<file path="config.mk">
export PLATFORM = sky130hd
export DESIGN_NAME = bakery_ticket_arbiter_flat
export DESIGN_NICKNAME = d
export VERILOG_FILES = /design/src/bta_pkg.sv /design/src/bta_req_if.sv /design/src/bta_rsp_if.sv /design/src/bta_ram.sv /design/src/bta_ctrl.sv /design/src/bta_dpath.sv /design/src/bakery_ticket_arbiter.sv /design/src/flat_wrapper.sv
export SDC_FILE = /design/constraint.sdc
export NUM_CORES = 1
export LEC_CHECK = 0
export BUFFER_PORTS_ARGS = -buffer_cell sky130_fd_sc_hd__clkbuf_2
export CORE_UTILIZATION = 44
export CTS_CLUSTER_DIAMETER = 30
export CTS_CLUSTER_SIZE = 20
export DETAILED_ROUTE_END_ITERATION = 8
export PLACE_DENSITY = 0.58
export SLEW_MARGIN = 40
export SYNTH_ARGS = -nofsm -noshare
export SYNTH_HDL_FRONTEND = slang
export SYNTH_SLANG_ARGS = --single-unit
</file>
<file path="constraint.sdc">
create_clock -name clock -period 7.1 [get_ports clock]
set_input_delay 1.42 -clock clock [delete_from_list [all_inputs] [get_ports clock]]
set_output_delay 1.42 -clock clock [all_outputs]
set_load 0.05 [all_outputs]
</file>
<file path="src/bta_pkg.sv">
// bta_pkg: request codes, field widths and the controller-to-datapath command
// bundle of the bakery ticket arbiter
// depends on nothing
package bta_pkg;

   localparam int REQ_TYPE_W = 2;
   localparam int TID_W      = 3;
   localparam int ASSIGNED_W = 32;

   localparam logic [REQ_TYPE_W-1:0] REQ_LOCK   = 2'd0;
   localparam logic [REQ_TYPE_W-1:0] REQ_UNLOCK = 2'd1;
   localparam logic [REQ_TYPE_W-1:0] REQ_CLEAR  = 2'd2;

   typedef struct packed {
      logic start;
      logic scan_rd;
      logic finish;
   } cmd_type;

endpackage

</file>
<file path="src/bta_req_if.sv">
// bta_req_if: request channel of the bakery ticket arbiter
// depends on bta_pkg
interface bta_req_if;
   logic                          valid;
   logic                          ready;
   logic [bta_pkg::REQ_TYPE_W-1:0] req_type;
   logic [bta_pkg::TID_W-1:0]      thread_id;

   modport source (output valid, output req_type, output thread_id, input ready);
   modport sink (input valid, input req_type, input thread_id, output ready);
endinterface

</file>
<file path="src/bta_rsp_if.sv">
// bta_rsp_if: result channel of the bakery ticket arbiter
// depends on bta_pkg
interface bta_rsp_if;
   logic                           valid;
   logic                           ready;
   logic                           grant_valid;
   logic [bta_pkg::TID_W-1:0]      grant_thread;
   logic [bta_pkg::ASSIGNED_W-1:0] assigned_label;
   logic                           requester_granted;
   logic                           label_overflow;

   modport source (output valid, output grant_valid, output grant_thread,
                   output assigned_label, output requester_granted,
                   output label_overflow, input ready);
   modport sink (input valid, input grant_valid, input grant_thread,
                 input assigned_label, input requester_granted,
                 input label_overflow, output ready);
endinterface

</file>
<file path="src/bta_ram.sv">
// bta_ram: generic single write port, single read port ram with registered read
// depends on nothing
module bta_ram #(
   parameter int WIDTH = 32,
   parameter int DEPTH = 8
) (
   input  logic                     clock,
   input  logic                     we,
   input  logic [$clog2(DEPTH)-1:0] waddr,
   input  logic [WIDTH-1:0]         wdata,
   input  logic [$clog2(DEPTH)-1:0] raddr,
   output logic [WIDTH-1:0]         rdata_ff
);

   logic [WIDTH-1:0] mem_ff [DEPTH];

   always_ff @(posedge clock) begin
      if (we) begin
         mem_ff[waddr] <= wdata;
      end
      rdata_ff <= mem_ff[raddr];
   end

endmodule

</file>
<file path="src/bta_ctrl.sv">
// bta_ctrl: sequencer of the bakery ticket arbiter (accept, label scan, update,
// result handshake)
// depends on bta_pkg
module bta_ctrl #(
   parameter int THREADS = 8
) (
   input  logic                          clock,
   input  logic                          reset,
   input  logic                          req_valid,
   output logic                          req_ready,
   input  logic [bta_pkg::REQ_TYPE_W-1:0] req_type,
   output logic                          rsp_valid,
   input  logic                          rsp_ready,
   output bta_pkg::cmd_type              cmd,
   output logic [$clog2(THREADS)-1:0]    scan_addr
);

   localparam int IDX_W = $clog2(THREADS);

   localparam logic [1:0] ST_IDLE  = 2'd0;
   localparam logic [1:0] ST_SCAN  = 2'd1;
   localparam logic [1:0] ST_DRAIN = 2'd2;
   localparam logic [1:0] ST_FINAL = 2'd3;

   logic [1:0]       state_ff, state_in;
   logic [IDX_W-1:0] cnt_ff, cnt_in;
   logic             rsp_valid_ff, rsp_valid_in;
   logic             accept;
   logic             finish;

   assign req_ready = (state_ff == ST_IDLE);
   assign accept    = req_valid && req_ready;
   assign finish    = (state_ff == ST_FINAL) && (!rsp_valid_ff || rsp_ready);

   always_comb begin
      state_in = state_ff;
      cnt_in   = cnt_ff;
      unique case (state_ff)
         ST_IDLE: begin
            if (accept) begin
               cnt_in   = '0;
               state_in = (req_type == bta_pkg::REQ_CLEAR) ? ST_FINAL : ST_SCAN;
            end
         end
         ST_SCAN: begin
            cnt_in = cnt_ff + 1'b1;
            if (cnt_ff == IDX_W'(THREADS - 1)) begin
               state_in = ST_DRAIN;
            end
         end
         ST_DRAIN: begin
            state_in = ST_FINAL;
         end
         ST_FINAL: begin
            if (finish) begin
               state_in = ST_IDLE;
            end
         end
         default: begin
            state_in = ST_IDLE;
         end
      endcase
   end

   assign rsp_valid_in = finish || (rsp_valid_ff && !rsp_ready);

   always_ff @(posedge clock) begin
      if (reset) begin
         state_ff     <= ST_IDLE;
         cnt_ff       <= '0;
         rsp_valid_ff <= 1'b0;
      end else begin
         state_ff     <= state_in;
         cnt_ff       <= cnt_in;
         rsp_valid_ff <= rsp_valid_in;
      end
   end

   assign rsp_valid   = rsp_valid_ff;
   assign scan_addr   = cnt_ff;
   assign cmd.start   = accept;
   assign cmd.scan_rd = (state_ff == ST_SCAN);
   assign cmd.finish  = finish;

endmodule

</file>
<file path="src/bta_dpath.sv">
// bta_dpath: flags, label store, max and winner scan, label update and result
// register of the bakery ticket arbiter
// depends on bta_pkg, bta_ram
module bta_dpath #(
   parameter int THREADS    = 8,
   parameter int LABEL_BITS = 32
) (
   input  logic                           clock,
   input  logic                           reset,
   input  bta_pkg::cmd_type               cmd,
   input  logic [$clog2(THREADS)-1:0]     scan_addr,
   input  logic [bta_pkg::REQ_TYPE_W-1:0] req_type,
   input  logic [bta_pkg::TID_W-1:0]      thread_id,
   output logic                           grant_valid,
   output logic [bta_pkg::TID_W-1:0]      grant_thread,
   output logic [bta_pkg::ASSIGNED_W-1:0] assigned_label,
   output logic                           requester_granted,
   output logic                           label_overflow
);

   localparam int IDX_W = $clog2(THREADS);
   localparam int EXT_W = IDX_W + bta_pkg::TID_W;

   logic [bta_pkg::REQ_TYPE_W-1:0] op_ff;
   logic [bta_pkg::TID_W-1:0]      tid_ff;
   logic [THREADS-1:0]             flag_ff, flag_in;
   logic [THREADS-1:0]             entry_vld_ff, entry_vld_in;
   logic [LABEL_BITS-1:0]          max_ff, best_ff, cur_ff;
   logic                           found_ff;
   logic [IDX_W-1:0]               win_ff;
   logic                           pend_vld_ff;
   logic [IDX_W-1:0]               pend_idx_ff;

   logic                           gv_ff, rg_ff, ovf_ff;
   logic [bta_pkg::TID_W-1:0]      gt_ff;
   logic [bta_pkg::ASSIGNED_W-1:0] al_ff;

   logic [LABEL_BITS-1:0] ram_rdata;
   logic [LABEL_BITS-1:0] rd_label;
   logic [LABEL_BITS-1:0] top_label;
   logic [LABEL_BITS-1:0] new_label;
   logic [EXT_W-1:0]      tid_ext, idx_ext, win_ext;
   logic [IDX_W-1:0]      tid_idx;
   logic                  in_range, is_upd, excl, do_lock, saturated, tid_wins;
   logic                  take;

   logic                           gv_in, rg_in;
   logic [bta_pkg::TID_W-1:0]      gt_in;
   logic [bta_pkg::ASSIGNED_W-1:0] al_in;
   logic [LABEL_BITS-1:0]          al_src;
   logic [IDX_W-1:0]               gt_src;

   bta_ram #(
      .WIDTH (LABEL_BITS),
      .DEPTH (THREADS)
   ) u_label_ram (
      .clock    (clock),
      .we       (cmd.finish && do_lock),
      .waddr    (tid_idx),
      .wdata    (new_label),
      .raddr    (scan_addr),
      .rdata_ff (ram_rdata)
   );

   assign tid_ext   = {{IDX_W{1'b0}}, tid_ff};
   assign idx_ext   = {{bta_pkg::TID_W{1'b0}}, pend_idx_ff};
   assign win_ext   = {{bta_pkg::TID_W{1'b0}}, win_ff};
   assign tid_idx   = tid_ext[IDX_W-1:0];
   assign in_range  = tid_ext < EXT_W'(THREADS);
   assign is_upd    = (op_ff == bta_pkg::REQ_LOCK) || (op_ff == bta_pkg::REQ_UNLOCK);
   assign excl      = is_upd && (idx_ext == tid_ext);
   assign do_lock   = (op_ff == bta_pkg::REQ_LOCK) && in_range;
   assign rd_label  = entry_vld_ff[pend_idx_ff] ? ram_rdata : '0;
   assign take      = flag_ff[pend_idx_ff] && !excl && (!found_ff || rd_label < best_ff);

   assign top_label = '1;
   assign saturated = (max_ff == top_label);
   assign new_label = saturated ? top_label : max_ff + 1'b1;
   assign tid_wins  = !found_ff || (new_label < best_ff)
                      || ((new_label == best_ff) && (tid_ext < win_ext));

   // scan accumulators
   always_ff @(posedge clock) begin
      if (cmd.start) begin
         op_ff    <= req_type;
         tid_ff   <= thread_id;
         max_ff   <= '0;
         best_ff  <= '0;
         cur_ff   <= '0;
         found_ff <= 1'b0;
         win_ff   <= '0;
      end else if (pend_vld_ff) begin
         if (rd_label > max_ff) begin
            max_ff <= rd_label;
         end
         if (idx_ext == tid_ext) begin
            cur_ff <= rd_label;
         end
         if (take) begin
            found_ff <= 1'b1;
            best_ff  <= rd_label;
            win_ff   <= pend_idx_ff;
         end
      end
   end

   always_ff @(posedge clock) begin
      if (reset) begin
         pend_vld_ff <= 1'b0;
      end else begin
         pend_vld_ff <= cmd.scan_rd;
      end
      pend_idx_ff <= scan_addr;
   end

   // flag and entry-valid update
   always_comb begin
      flag_in      = flag_ff;
      entry_vld_in = entry_vld_ff;
      if (cmd.finish) begin
         if (op_ff == bta_pkg::REQ_CLEAR) begin
            flag_in      = '0;
            entry_vld_in = '0;
         end else if (do_lock) begin
            flag_in[tid_idx]      = 1'b1;
            entry_vld_in[tid_idx] = 1'b1;
         end else if ((op_ff == bta_pkg::REQ_UNLOCK) && in_range) begin
            flag_in[tid_idx] = 1'b0;
         end
      end
   end

   always_ff @(posedge clock) begin
      if (reset) begin
         flag_ff      <= '0;
         entry_vld_ff <= '0;
      end else begin
         flag_ff      <= flag_in;
         entry_vld_ff <= entry_vld_in;
      end
   end

   // result
   always_comb begin
      gt_src = win_ff;
      al_src = '0;
      gv_in  = found_ff;
      rg_in  = found_ff && in_range && (op_ff != bta_pkg::REQ_CLEAR) && (win_ext == tid_ext);
      if (do_lock) begin
         gv_in  = 1'b1;
         rg_in  = tid_wins;
         al_src = new_label;
         if (tid_wins) begin
            gt_src = tid_idx;
         end
      end else if (in_range && (op_ff != bta_pkg::REQ_CLEAR)) begin
         al_src = cur_ff;
      end
      if (op_ff == bta_pkg::REQ_CLEAR) begin
         gv_in  = 1'b0;
         rg_in  = 1'b0;
         gt_src = '0;
      end
      gt_in = bta_pkg::TID_W'({{bta_pkg::TID_W{1'b0}}, gt_src});
      al_in = bta_pkg::ASSIGNED_W'({{bta_pkg::ASSIGNED_W{1'b0}}, al_src});
   end

   always_ff @(posedge clock) begin
      if (cmd.finish) begin
         gv_ff  <= gv_in;
         gt_ff  <= gt_in;
         al_ff  <= al_in;
         rg_ff  <= rg_in;
         ovf_ff <= do_lock && saturated;
      end
   end

   assign grant_valid       = gv_ff;
   assign grant_thread      = gt_ff;
   assign assigned_label    = al_ff;
   assign requester_granted = rg_ff;
   assign label_overflow    = ovf_ff;

endmodule

</file>
<file path="src/bakery_ticket_arbiter.sv">
// bakery_ticket_arbiter: ticket-label mutual-exclusion arbiter for THREADS threads
// a lock or unlock request passes the label scan, a drain state and a final state before its
// result is registered, a clear goes straight to the final state; requests are taken one at a
// time, paced by the one-entry-per-cycle read of the label ram during the max and winner scan
// a new request is taken while the previous result still waits on rsp_chan
// synchronous reset clears all waiting flags and labels and empties the result register
module bakery_ticket_arbiter #(
   parameter int THREADS    = 8,
   parameter int LABEL_BITS = 32
) (
   input  logic       clock,
   input  logic       reset,
   bta_req_if.sink    req_chan,
   bta_rsp_if.source  rsp_chan
);

   bta_pkg::cmd_type           cmd;
   logic [$clog2(THREADS)-1:0] scan_addr;

   bta_ctrl #(
      .THREADS (THREADS)
   ) u_ctrl (
      .clock     (clock),
      .reset     (reset),
      .req_valid (req_chan.valid),
      .req_ready (req_chan.ready),
      .req_type  (req_chan.req_type),
      .rsp_valid (rsp_chan.valid),
      .rsp_ready (rsp_chan.ready),
      .cmd       (cmd),
      .scan_addr (scan_addr)
   );

   bta_dpath #(
      .THREADS    (THREADS),
      .LABEL_BITS (LABEL_BITS)
   ) u_dpath (
      .clock             (clock),
      .reset             (reset),
      .cmd               (cmd),
      .scan_addr         (scan_addr),
      .req_type          (req_chan.req_type),
      .thread_id         (req_chan.thread_id),
      .grant_valid       (rsp_chan.grant_valid),
      .grant_thread      (rsp_chan.grant_thread),
      .assigned_label    (rsp_chan.assigned_label),
      .requester_granted (rsp_chan.requester_granted),
      .label_overflow    (rsp_chan.label_overflow)
   );

endmodule

</file>
<file path="src/flat_wrapper.sv">
// flat-port wrapper written by rule: the top's interface ports become plain ports
module bakery_ticket_arbiter_flat 
#(
   parameter int THREADS    = 8,
   parameter int LABEL_BITS = 32
)
  (clock, reset, req_chan_valid, req_chan_req_type, req_chan_thread_id, req_chan_ready, rsp_chan_valid, rsp_chan_grant_valid, rsp_chan_grant_thread, rsp_chan_assigned_label, rsp_chan_requester_granted, rsp_chan_label_overflow, rsp_chan_ready);
  bta_req_if req_chan_i ();
  bta_rsp_if rsp_chan_i ();
  input  logic clock;
  input  logic reset;
  input wire logic [$bits(req_chan_i.valid)-1:0] req_chan_valid;
  input wire logic [$bits(req_chan_i.req_type)-1:0] req_chan_req_type;
  input wire logic [$bits(req_chan_i.thread_id)-1:0] req_chan_thread_id;
  output wire logic [$bits(req_chan_i.ready)-1:0] req_chan_ready;
  output wire logic [$bits(rsp_chan_i.valid)-1:0] rsp_chan_valid;
  output wire logic [$bits(rsp_chan_i.grant_valid)-1:0] rsp_chan_grant_valid;
  output wire logic [$bits(rsp_chan_i.grant_thread)-1:0] rsp_chan_grant_thread;
  output wire logic [$bits(rsp_chan_i.assigned_label)-1:0] rsp_chan_assigned_label;
  output wire logic [$bits(rsp_chan_i.requester_granted)-1:0] rsp_chan_requester_granted;
  output wire logic [$bits(rsp_chan_i.label_overflow)-1:0] rsp_chan_label_overflow;
  input wire logic [$bits(rsp_chan_i.ready)-1:0] rsp_chan_ready;
  assign req_chan_i.valid = req_chan_valid;
  assign req_chan_i.req_type = req_chan_req_type;
  assign req_chan_i.thread_id = req_chan_thread_id;
  assign req_chan_ready = req_chan_i.ready;
  assign rsp_chan_valid = rsp_chan_i.valid;
  assign rsp_chan_grant_valid = rsp_chan_i.grant_valid;
  assign rsp_chan_grant_thread = rsp_chan_i.grant_thread;
  assign rsp_chan_assigned_label = rsp_chan_i.assigned_label;
  assign rsp_chan_requester_granted = rsp_chan_i.requester_granted;
  assign rsp_chan_label_overflow = rsp_chan_i.label_overflow;
  assign rsp_chan_i.ready = rsp_chan_ready;
  bakery_ticket_arbiter #(.THREADS(THREADS), .LABEL_BITS(LABEL_BITS)) u_core (.clock(clock), .reset(reset), .req_chan(req_chan_i), .rsp_chan(rsp_chan_i));
endmodule
</file>
# Word level (Yosys, flattened, before mapping)
# Memories as Yosys holds them, arrays and structs flattened. A register that Yosys moved wholly into a read port is not among the register bits.
# Index checks and enable logic that the tools add are counted.
# W data, S select, Z words.
[classes]
add_sub_neg = 2
order_cmp = 8
n_eq_ne = 15
muxes = 28
n_bitwise = 4
n_reduce_logical = 38
[op_table]
columns = ["operator", "n"]
rows = [
  ["$mux W32", 4],
  ["$lt A32 B32 Y1", 2],
  ["$mux W8", 5],
  ["$add A32 B1 Y32 const B", 1],
  ["$eq A32 B32 Y1", 1],
  ["$eq A32 B32 Y1 const B", 1],
  ["$gt A32 B32 Y1", 1],
  ["$logic_and A1 B1 Y1", 16],
  ["$or A8 B8 Y8", 2],
  ["$lt A3 B4 Y1 const B", 3],
  ["$reduce_and A2 Y1", 6],
  ["$mux W3", 3],
  ["$and A8 B8 Y8", 1],
  ["$eq A2 B2 Y1 const B", 4],
  ["$mux W2", 4],
  ["$not A8 Y8", 1],
  ["$pmux W2 S4", 1],
  ["$mux W1", 7],
  ["$bmux W1 S3", 2],
  ["$eq A3 B3 Y1", 2],
  ["$logic_or A1 B1 Y1", 6],
  ["$pmux W3 S2", 1],
  ["$eq A2 B1 Y1 const B", 2],
  ["$logic_not A1 Y1", 4],
  ["11 further kinds", 15],
]
[totals]
ff_bits = 169
ram_bits = 256
inputBits = 9
output_inout_bits = 40
wordCells = 115
n_memories = 1
[memory_table]
columns = ["memory", "depth", "width", "rd", "rd_clocked_by_memory_dff", "wr", "line_no", "rtl"]
rows = [
  ["u_core.u_dpath.u_label_ram.mem_ff", 8, 32, 1, 1, 1, "bta_ram.sv:15", "logic [WIDTH-1:0] mem_ff [DEPTH];"],
]

# Depth between registers and ports, before layout
# Gate-level depths: netlist (run 1).
[logic_depth]
depth_word = 9
mapped_depth = 16
mapped_depth_nobuf = 14

# Modules after synthesis
# Synthesis (run 1) repeated with hierarchy kept, for this count alone.
[unflattened]
hier_cells = 1519
area_unflattened_um2 = 20470.9
[by_module_without_submodules]
columns = ["mod", "instances", "cells_per_inst", "area_each_um2", "seq_area_each_um2"]
rows = [
  ["bta_ram", 1, 415, 10466.3, 8328.0],
  ["bta_dpath", 1, 1064, 9614.2, 3693.5],
  ["bta_ctrl", 1, 40, 390.4, 120.1],
]

# Worst setup path after synthesis (run 1)
# Ideal clock, no wire load.
[synth_timing]
path_type = "input to register"
from = "in rsp_chan_ready"
to = "mem u_core.u_dpath.u_label_ram.mem_ff[2][0], enable pin"
setup_time_ns = 0.463
arrival_ns = 4.986
required_ns = 6.637
slack_ns = 1.651
path_stages = 5
n_path_buf = 0
path_cell_list = "nand2b_1 > nand2_1 > inv_1 > nand3_1 > nor3_1"
[synth_lines]
columns = ["element", "line_no", "rtl"]
rows = [
  ["start, declared", "flat_wrapper.sv:22", "input wire logic [$bits(rsp_chan_i.ready)-1:0] rsp_chan_ready;"],
  ["end, declared", "bta_ram.sv:15", ""],
]

# Worst setup path after layout (run 1)
[layout_timing]
from = "reg u_core.u_dpath.max_ff[11]"
to = "reg u_core.u_dpath.gt_ff, in the netlist u_core.u_dpath.grant_thread[0] (data pin)"
[layout_between]
elab_chain_cells = 7
word_cells_on_any_way = 10
classes_between = "1 x add/sub; 1 x order compare; 2 x eq/ne; 3 x mux; 3 x reduce/logical"
[layout_rtl]
columns = ["element", "line_no", "rtl"]
rows = [
  ["start, declared", "bta_dpath.sv:28", "logic [LABEL_BITS-1:0] max_ff, best_ff, cur_ff;"],
  ["start signal, assigned", "bta_dpath.sv:94", "max_ff <= rd_label;"],
  ["$add A32 B1 Y32 or $eq A32 B32 Y1 (tied branches)", "bta_dpath.sv:78, bta_dpath.sv:77", ""],
  ["$mux W32 (*)", "bta_dpath.sv:78", "assign new_label = saturated ? top_label : max_ff + 1'b1;"],
  ["named net u_core.u_dpath.new_label[17]", "bta_dpath.sv:41", "logic [LABEL_BITS-1:0] new_label;"],
  ["$lt A32 B32 Y1 or $eq A32 B32 Y1 (tied branches)", "bta_dpath.sv:79, bta_dpath.sv:80", ""],
  ["$logic_or A1 B1 Y1 or $logic_and A1 B1 Y1 (tied branches)", "bta_dpath.sv:79, bta_dpath.sv:80", ""],
  ["$logic_or A1 B1 Y1 (*)", "bta_dpath.sv:80", "|| ((new_label == best_ff) && (tid_ext < win_ext));"],
  ["$mux W3 (*)", "bta_dpath.sv:153", "if (tid_wins) begin"],
  ["$mux W3 (*)", "bta_dpath.sv:149", "if (do_lock) begin"],
  ["end signal, assigned", "bta_dpath.sv:171", "gt_ff <= gt_in;"],
  ["end, declared", "bta_dpath.sv:35", "logic [bta_pkg::TID_W-1:0] gt_ff;"],
]
# The timed path passes the listed nets; every way through them passes the cells marked *.
# A chain may end at the register's enable or synchronous reset.

==> flow_summary.toml, run 1 <==
[finish]
n_antenna_cell = 0
stdcell_count = 2328
mostFrequentLayoutCells = "edfxtp_1 (299), nand2_1 (187), dfxtp_1 (155), ha_1 (105), clkbuf_16 (97)"
fin_area_um2 = 24600
layout-drive-gt1-share_pct = 21.6
nets = 1758
fill_cells = 3834
syn_to_final_growth_pct = 22.0
layout_commonest_cell = "edfxtp_1"

[timing]
hold_ws_ns = 0.455
rsz0062_at_grt = "no"
period_share_pct = 73.2
tightest_slew_ns = 0.865
fin_ws_ns = 1.90
fin_setup_tns_ns = 0
slew-limit-headroom_pct = 42.3
fin_crit_ns = 5.20
hold_viol_final = 0
clock-skew-final_ns = 0.0209
setup_viol = 0
final-max-slew-violation-count = 0
fmax_mhz = 192

[cts]
cts_buffers = 96
cts_max_level = 3
path_clk_slew_ns = 0.05
ctsLongestPathBuffers = 3
cts-resized-gates = 0
postCtsSetupBuffers = 0
holdBufCountCts = 0
cts_tree = "yes"
clk_latency_ns = 0.62
clock_sinks = 457
clock_tree.root_cell = "clkbuf_16"

[run]
drv_cap = 0

[logic_synthesis]
syn_avg_cell_area_um2 = 13.0
synth.distinct_cells = 55
synth_edf_count = 299
synth_fa_ha_area_share_pct = 6.52
synth_area_um2 = 20100
synth-xor-area-share_pct = 0.826
synth_top_family_by_area = "multiplexers"
synthSimpleGateAreaFrac_pct = 10.1
synth-async-reset-ratio_pct = 0
ys_seq_elements = 457
synth_compound_area_share_pct = 7.91
synthFlopType = "edfxtp_1"
synthMuxAreaShare_pct = 11.3
synthesis.nets = 1664
yosys_warnings = 0
synthCells = 1550
synth_seq_area_share_pct = 60.3

[route]
drc_errors = 0
first_pass_iters = 5
wirelength_mm = 49.3
dr_total_vias = 12900
routedWlPerCell_um = 21.2
viasPerCell = 5.55
drtIter0Drc = 945
ant_nets = 0

[global_route]
grt_pass1_vias = 13200
track_usage_pct = 21.5
grt_pass1_wl_mm = 76.9
grt_antenna_before_repair = 0
grt_max_degree = 102
grt-ovfl-total = 0

[placement]
dp_hpwl_mm = 30.8
gp_congestion = 0.898
place_ws_ns = 2.04
dp_cells = 2144
postPlaceCellArea_um2 = 21100
port_buffers = 48

[floorplan]
rows = 78
core_area_um2 = 45300
io_pins = 49
die_area_um2 = 46600
die_h_um = 216
die_width_um = 216
initial_core_util_pct = 44.5

[power]
ir_drop_v = 0.000385
power.density_nw_per_um2 = 334
p_leak_nw = 9.45

[worst_setup_path]
crit_fanout = 24
crit_type = "reg2reg"
critPathCaptureType = "flop"
cp.required_ns = 7.45
cp-start-kind = "flop"
worstPathArrival_ns = 5.55

[status]
outcome = "finished, final reports clean"

[worst_hold_path]
hp-class = "reg2reg"
-- cell usage after synthesis, drive strengths merged, types with 2 or more instances --
cell | instances | area share (%)
and2 | 2 | 0.062
o41ai | 3 | 0.13
a31oi | 6 | 0.19
and3 | 8 | 0.25
nor3 | 17 | 0.42
nor4 | 13 | 0.48
o21ai | 34 | 0.85
mux2 | 35 | 2.0
a2111oi | 3 | 0.16
a22o | 32 | 1.4
buf | 27 | 0.60
nand2b | 9 | 0.28
a211oi | 6 | 0.22
edfxtp | 299 | 45
clkbuf | 53 | 0.99
or3 | 3 | 0.093
nand3 | 64 | 1.6
a21o | 9 | 0.34
xor2 | 2 | 0.087
a221o | 2 | 0.099
ha | 105 | 6.5
o2111ai | 2 | 0.087
o22ai | 3 | 0.093
dfxtp | 158 | 16
mux4 | 66 | 7.4
nand2 | 188 | 3.5
xnor2 | 17 | 0.74
inv | 78 | 1.5
mux2i | 39 | 2.0
nor2 | 50 | 0.93
nand4 | 21 | 0.65
o21a | 14 | 0.52
a32oi | 2 | 0.087
a21oi | 82 | 2.0
and4 | 7 | 0.30
nor2b | 43 | 1.3
o31ai | 36 | 1.3
a211o | 2 | 0.087
-- sequential cells by signal, summed over array words and instances, names as in the netlist --
signal and cells:
u_core.u_ctrl.rsp_valid 1, u_core.u_ctrl.scan_addr 3, u_core.u_ctrl.state_ff 2, u_core.u_dpath.assigned_label 32
u_core.u_dpath.best_ff 32, u_core.u_dpath.cur_ff 32, u_core.u_dpath.entry_vld_ff 8, u_core.u_dpath.flag_ff 8
u_core.u_dpath.found_ff 1, u_core.u_dpath.grant_thread 3, u_core.u_dpath.grant_valid 1, u_core.u_dpath.label_overflow 1
u_core.u_dpath.max_ff 32, u_core.u_dpath.op_ff 2, u_core.u_dpath.pend_idx_ff 3, u_core.u_dpath.pend_vld_ff 1
u_core.u_dpath.requester_granted 1, u_core.u_dpath.tid_ff 3, u_core.u_dpath.u_label_ram.mem_ff 256, u_core.u_dpath.u_label_ram.rdata_ff 32
u_core.u_dpath.win_ff 3
-- area by class of cell --
cell class / instances / area (um^2) / share of cell area, %
clock buffer: 111 / 2550 / 10.4
sequential: 457 / 12100 / 49.5
multi-input combinational: 935 / 7470 / 30.4
tap: 600 / 751 / 3.06
clock inverter: 71 / 837 / 3.41
timing repair buffer: 76 / 509 / 2.07
inverter: 78 / 294 / 1.20
-- final timing paths --
path / from / end / slack, ns / cells after the start
setup / recovery: u_core.u_dpath.max_ff[11]$_SDFFE_PP0P_ / u_core.u_dpath.grant_thread[0]$_SDFFCE_PP0P_ / 1.90 / 13
hold / removal: u_core.u_dpath.cur_ff[11]$_SDFFE_PP0P_ / u_core.u_dpath.cur_ff[11]$_SDFFE_PP0P_ / 0.45 / 2
setup reg to reg: u_core.u_dpath.max_ff[11]$_SDFFE_PP0P_ / u_core.u_dpath.grant_thread[0]$_SDFFCE_PP0P_ / 1.90 / 13
hold reg to reg: u_core.u_dpath.cur_ff[11]$_SDFFE_PP0P_ / u_core.u_dpath.cur_ff[11]$_SDFFE_PP0P_ / 0.45 / 2
-- per-layer routing --
metal / part of all wire [%] / track usage, % / vias to the layer above
met5: 0 / 0 / -
met4: 1.8 / 6.62 / 0
met3: 4.1 / 3.76 / 67
met2: 48 / 34.6 / 295
met1: 46 / 29.8 / 6528
li1: - / - / 6031
-- through the flow --
step                      power, W  utilization [%]
final                      0.00821             54.2
after detailed placement   0.00370             46.7
after floorplan            0.00349                -
after CTS                  0.00830             54.1
after global routing       0.00847             54.2
after global placement     0.00369             46.5
-- power breakdown --
part           internal [W]  leakage (nW)  total, W  switching, W
logic              0.000194          3.24  0.000675      0.000480
registers           0.00288          4.57   0.00297     0.0000900
clock network       0.00307          1.63   0.00457       0.00150
total               0.00615          9.45   0.00821       0.00207
-- critical path: stages (launching register included) --
cell       delay [ns]
dfxtp_1          0.50
nand4_1          0.22
nor4_1           0.68
and2_1           0.38
nand2b_2         0.45
nand3_1          0.46
ha_1             0.32
a211oi_1         0.27
o21ai_0          0.21
a2bb2oi_1        0.39
nand2_1          0.10
nor3_1           0.65
o21ai_0          0.16
o41ai_1          0.13
-- cell families after synthesis --
group | Yosys count
buffers and inverters | 158
AND/OR/NAND/NOR | 429
XOR/XNOR | 19
flip-flops | 457
adder cells (fa/ha/maj) | 105
multiplexers | 140
AO/OA/AOI/OAI | 242
No activity file was read; power rests on OpenSTA's default activity.
==> run 2: changes to the inputs <==
Clock period 7.1 ns to 4.8 ns, I/O delays scaled along.
==> run 2 against run 1 <==
Worst setup slack worse by 1.3 ns. Via count down 0.27%. Critical endpoint unchanged. Clock power up 54%. Routed wire length down 0.97%. Clock skew up 0.016 ns. Global-route usage about the same. Sequential share of layout area down 0.66 points. Total power up 51%. Die area unchanged.
==> flow_summary.toml, run 2 (same netlist as run 1, synthesis figures left out) <==
[status]
outcome = "finished, final reports clean"

[cts]
cts_buffers = 96
clock_tree.root_cell = "clkbuf_16"
cts-resized-gates = 0
cts_tree = "yes"
clk_latency_ns = 0.63
ctsLongestPathBuffers = 3
clock_sinks = 457
cts_max_level = 3
path_clk_slew_ns = 0.04

[finish]
nets = 1782
largest-register = "u_core.u_dpath.u_label_ram.mem_ff"
syn_to_final_growth_pct = 23.7
stdcell_count = 2351
mostFrequentLayoutCells = "edfxtp_1 (299), nand2_1 (187), dfxtp_1 (155), ha_1 (105), clkbuf_16 (97)"
largest_reg_flops = 256
n_antenna_cell = 0
layout-drive-gt1-share_pct = 22.2
layout_commonest_cell = "edfxtp_1"
fill_cells = 3775

[timing]
period_share_pct = 87.4
hold_viol_final = 0
fmax_mhz = 238
final-max-slew-violation-count = 0
fin_crit_ns = 4.19
clock-skew-final_ns = 0.0367
setup_viol = 0
fin_setup_tns_ns = 0
slew-limit-headroom_pct = 45.8
tightest_slew_ns = 0.813
fin_ws_ns = 0.606
rsz0062_at_grt = "no"
hold_ws_ns = 0.454

[route]
routed.top_layer = "met4"
dr_total_vias = 12900
wirelength_mm = 48.8
first_pass_iters = 5
routed-wl-met2_mm = 22.8
wirelength_met1_mm = 23.1
ant_nets = 0
drtIter0Drc = 806
wl_met3_mm = 2.05
viasPerCell = 5.48
drc_errors = 0
routedWlPerCell_um = 20.8

[floorplan]
die_h_um = 216
core_area_um2 = 45300
rows = 78
die_area_um2 = 46600
io_pins = 49
die_width_um = 216
initial_core_util_pct = 44.5

[worst_setup_path]
worstPathArrival_ns = 4.70
cp-start-kind = "flop"
crit_fanout = 10
crit_type = "reg2reg"
cp.required_ns = 5.30
critPathCaptureType = "flop"
r2r_slack_ns = 0.61

[worst_hold_path]
hp-class = "reg2reg"

[placement]
gp_congestion = 0.864
port_buffers = 48
place_ws_ns = 0.154
dp_hpwl_mm = 31.0
dp_cells = 2168

[run]
drv_cap = 0

[global_route]
grt_pass1_vias = 13200
grt-ovfl-total = 0
grt_antenna_before_repair = 0
grt_pass1_wl_mm = 76.4
track_usage_pct = 21.5
grt_max_degree = 101

[power]
power.density_nw_per_um2 = 499
p_leak_nw = 9.65
ir_drop_v = 0.000570
-- run 2: changes by cell type in the layout (fill, tap and decap cells not counted), moves of 6 or more --
cell and change:
buf_4 +24, bufinv_16 +6, clkbuf_1 +8, clkinv_4 -8
inv_6 -10
-- run 2: per-stage QoR --
step	total power (W)	utilization, %	instance area, um^2
floorplan	0.00516	-	20100
global placement	0.00546	47.0	21300
detailed placement	0.00547	47.1	21300
CTS	0.0126	54.9	24800
global route	0.0128	55.0	24900
finish	0.0124	55.0	24900
-- run 2: area by class of cell --
type                       instances  area (um^2)  share of cell area [%]
sequential                       457        12200                    48.8
clock buffer                     121         2610                    10.5
tap                              600          751                    3.01
multi-input combinational        935         7470                    30.0
inverter                          78          293                    1.18
clock inverter                    60          913                    3.67
timing repair buffer             100          716                    2.87
-- run 2: power by group --
group / switching [W] / internal, W
registers: 0.000114 / 0.00426
clock network: 0.00216 / 0.00488
logic: 0.000727 / 0.000287
total: 0.00300 / 0.00942
-- run 2: worst max-delay path, cell delays in order (launching register included) --
cell and delay [ns]:
dfxtp_1 0.45, ha_1 0.24, and3_1 0.39, and4_1 0.38
or3b_1 0.39, xnor2_1 0.14, nand2_1 0.24, ha_1 0.40
o21ai_0 0.16, o21ai_0 0.13, a2bb2oi_1 0.22, nand2_1 0.15
nor3_1 0.25, buf_4 0.18, o21ai_0 0.08, o41ai_1 0.11
buf_4 0.16
-- run 2: timing repair --
action,4_1_cts,5_1_grt
hold buffers,0,0
setup endpoints to repair,0,30
buffers inserted,0,2
-- run 2: path summary, 6_finish.rpt --
check,startpoint,endpoint,cells after the start
setup / recovery,u_core.u_dpath.max_ff[0]$_SDFFE_PP0P_,u_core.u_dpath.grant_thread[0]$_SDFFCE_PP0P_,16
hold / removal,u_core.u_dpath.cur_ff[24]$_SDFFE_PP0P_,u_core.u_dpath.cur_ff[24]$_SDFFE_PP0P_,2
setup reg to reg,u_core.u_dpath.max_ff[0]$_SDFFE_PP0P_,u_core.u_dpath.grant_thread[0]$_SDFFCE_PP0P_,16
hold reg to reg,u_core.u_dpath.cur_ff[24]$_SDFFE_PP0P_,u_core.u_dpath.cur_ff[24]$_SDFFE_PP0P_,2
-- run 2: layer usage --
metal,vias up,GRT usage (%)
li1,6094,-
met1,6451,29.9
met2,276,34.1
met3,65,3.76
met4,0,7.14
met5,-,0
==> run 3: changes to the inputs <==
Settings changed: CORE_MARGIN from default to 2, RECOVER_POWER from default to 25.
==> run 3 against run 2 <==
The run now ends with max-capacitance violations, max-slew violations left. Count of clock-buffer cells in the layout down 23. Core utilization down 0.50 points. Routed wire length up 1.4%. Non-clock buffer count up 4. Total power down 0.84%. Sequential share of layout area up 0.42 points. Register-to-register slack better by 0.03 ns. Critical path depth down 1. Clock power down 1%. Worst setup slack better by 0.026 ns. Cell count down 0.17%. Critical endpoint is now u_core.u_dpath.best_ff[13]$_SDFFE_PP0P_.
==> flow_summary.toml, run 3 (same netlist as run 1, synthesis figures left out) <==
[finish]
final_util_pct = 54.5
syn_to_final_growth_pct = 22.5
n_antenna_cell = 0
largest_reg_flops = 256
largest-register = "u_core.u_dpath.u_label_ram.mem_ff"
layout-drive-gt1-share_pct = 19.5
mostFrequentLayoutCells = "edfxtp_1 (299), nand2_1 (187), dfxtp_1 (157), ha_1 (105), clkbuf_16 (92)"
seq_area_um2 = 12100
nets = 1782
fill_cells = 3753
stdcell_count = 2347
layout_commonest_cell = "edfxtp_1"
multiInputGateArea_um2 = 7450

[route]
drtIter0Drc = 915
drc_errors = 0
ant_nets = 0
routedWlPerCell_um = 21.1
dr_total_vias = 13000
first_pass_iters = 5
wirelength_mm = 49.5
viasPerCell = 5.54

[placement]
port_buffers = 48
dp_cells = 2169
gp_congestion = 0.897
dp_hpwl_mm = 30.9

[cts]
clock_sinks = 457
clock_tree.root_cell = "clkbuf_16"
ctsLongestPathBuffers = 3
cts_max_level = 3
path_clk_slew_ns = 0.05
cts_buffers = 92
clk_latency_ns = 0.63
cts_tree = "yes"

[worst_setup_path]
crit_fanout = 40
cp-start-kind = "flop"
cp.required_ns = 5.29
critPathCaptureType = "flop"
worstPathArrival_ns = 4.66
crit_type = "reg2reg"

[timing]
clock-skew-final_ns = 0.0267
fin_crit_ns = 4.17
slew-limit-headroom_pct = -73.6
setup_viol = 0
tightest_slew_ns = 2.60
hold_viol_final = 0
hold_ws_ns = 0.453
final-max-slew-violation-count = 147
rsz0062_at_grt = "no"
fin_setup_tns_ns = 0
fmax_mhz = 240
period_share_pct = 86.8

[floorplan]
die_h_um = 218
die_area_um2 = 47500
die_width_um = 218
initial_core_util_pct = 44.5
io_pins = 49
core_area_um2 = 45300
rows = 78

[global_route]
grt_pass1_wl_mm = 77.3
grt_antenna_before_repair = 0
grt_max_degree = 101
grt-ovfl-total = 0
track_usage_pct = 21.4
grt_pass1_vias = 13100

[status]
outcome = "finished with violations"
violations = "max-capacitance violations, max-slew violations"

[power]
power.density_nw_per_um2 = 499
ir_drop_v = 0.000371
p_leak_nw = 9.43

[run]
drv_cap = 4

[worst_hold_path]
hp-class = "reg2reg"
## run 3: critical path, cell delays in order, from the launching register on
cell and delay (ns):
dfxtp_1 0.53, mux4_2 0.58, mux2i_4 0.18, buf_12 0.15, buf_4 0.13, buf_4 0.26, nor2b_1 0.18, ha_1 0.33
a21oi_1 0.14, o21ai_0 0.09, a21oi_1 0.28, a21oi_1 0.16, nor4_4 0.30, buf_4 0.46, nand3_1 0.13, o31ai_1 0.10
## run 3: final cells by class
cell class              count  share of cell area (%)
multi-input cells         935                    30.2
inverters                  78                    1.19
repair buffers            104                    2.47
clock inverters            75                    4.40
clock buffers              98                    9.50
flip-flops and latches    457                    49.2
well taps                 600                    3.04
## run 3: worst paths after layout
check	from	slack [ns]	depth (start not counted)	end
worst min register to register	u_core.u_dpath.cur_ff[18]$_SDFFE_PP0P_	0.45	2	u_core.u_dpath.cur_ff[18]$_SDFFE_PP0P_
worst max-delay path	u_core.u_dpath.pend_idx_ff[0]$_DFF_P_	0.63	15	u_core.u_dpath.best_ff[13]$_SDFFE_PP0P_
worst min-delay path	u_core.u_dpath.cur_ff[18]$_SDFFE_PP0P_	0.45	2	u_core.u_dpath.cur_ff[18]$_SDFFE_PP0P_
worst max register to register	u_core.u_dpath.pend_idx_ff[0]$_DFF_P_	0.63	15	u_core.u_dpath.best_ff[13]$_SDFFE_PP0P_
## run 3: repair_timing
| item | CTS | global route |
|---|---|---|
| hold endpoints to repair | 0 | 0 |
| buffers inserted | 0 | 4 |
| resized for setup | 0 | 0 |
| hold buffers | 0 | 0 |
| setup endpoints to repair | 0 | 33 |
## run 3: metrics by stage
| stage | worst slack [ns] | instance area (um^2) | total power, W |
|---|---|---|---|
| floorplan | 0.574 | 20100 | 0.00516 |
| global placement | 0.231 | 21300 | 0.00547 |
| detailed placement | 0.116 | 21300 | 0.00548 |
| CTS | 0.0651 | 24700 | 0.0125 |
| global route | 0.296 | 24700 | 0.0127 |
| finish | 0.632 | 24700 | 0.0123 |
## run 3: power by group
group,switching [W],internal [W]
clock network,0.00228,0.00466
logic,0.000712,0.000274
registers,0.000136,0.00426
total,0.00313,0.00919
## run 3: routing by layer
metal | vias to the layer above | wire [um] | track usage, %
li1 | 6092 | - | -
met1 | 6511 | 23200 | 30.3
met2 | 341 | 23100 | 34.0
met3 | 67 | 2440 | 3.60
met4 | 0 | 846 | 6.26
met5 | - | 0 | 0
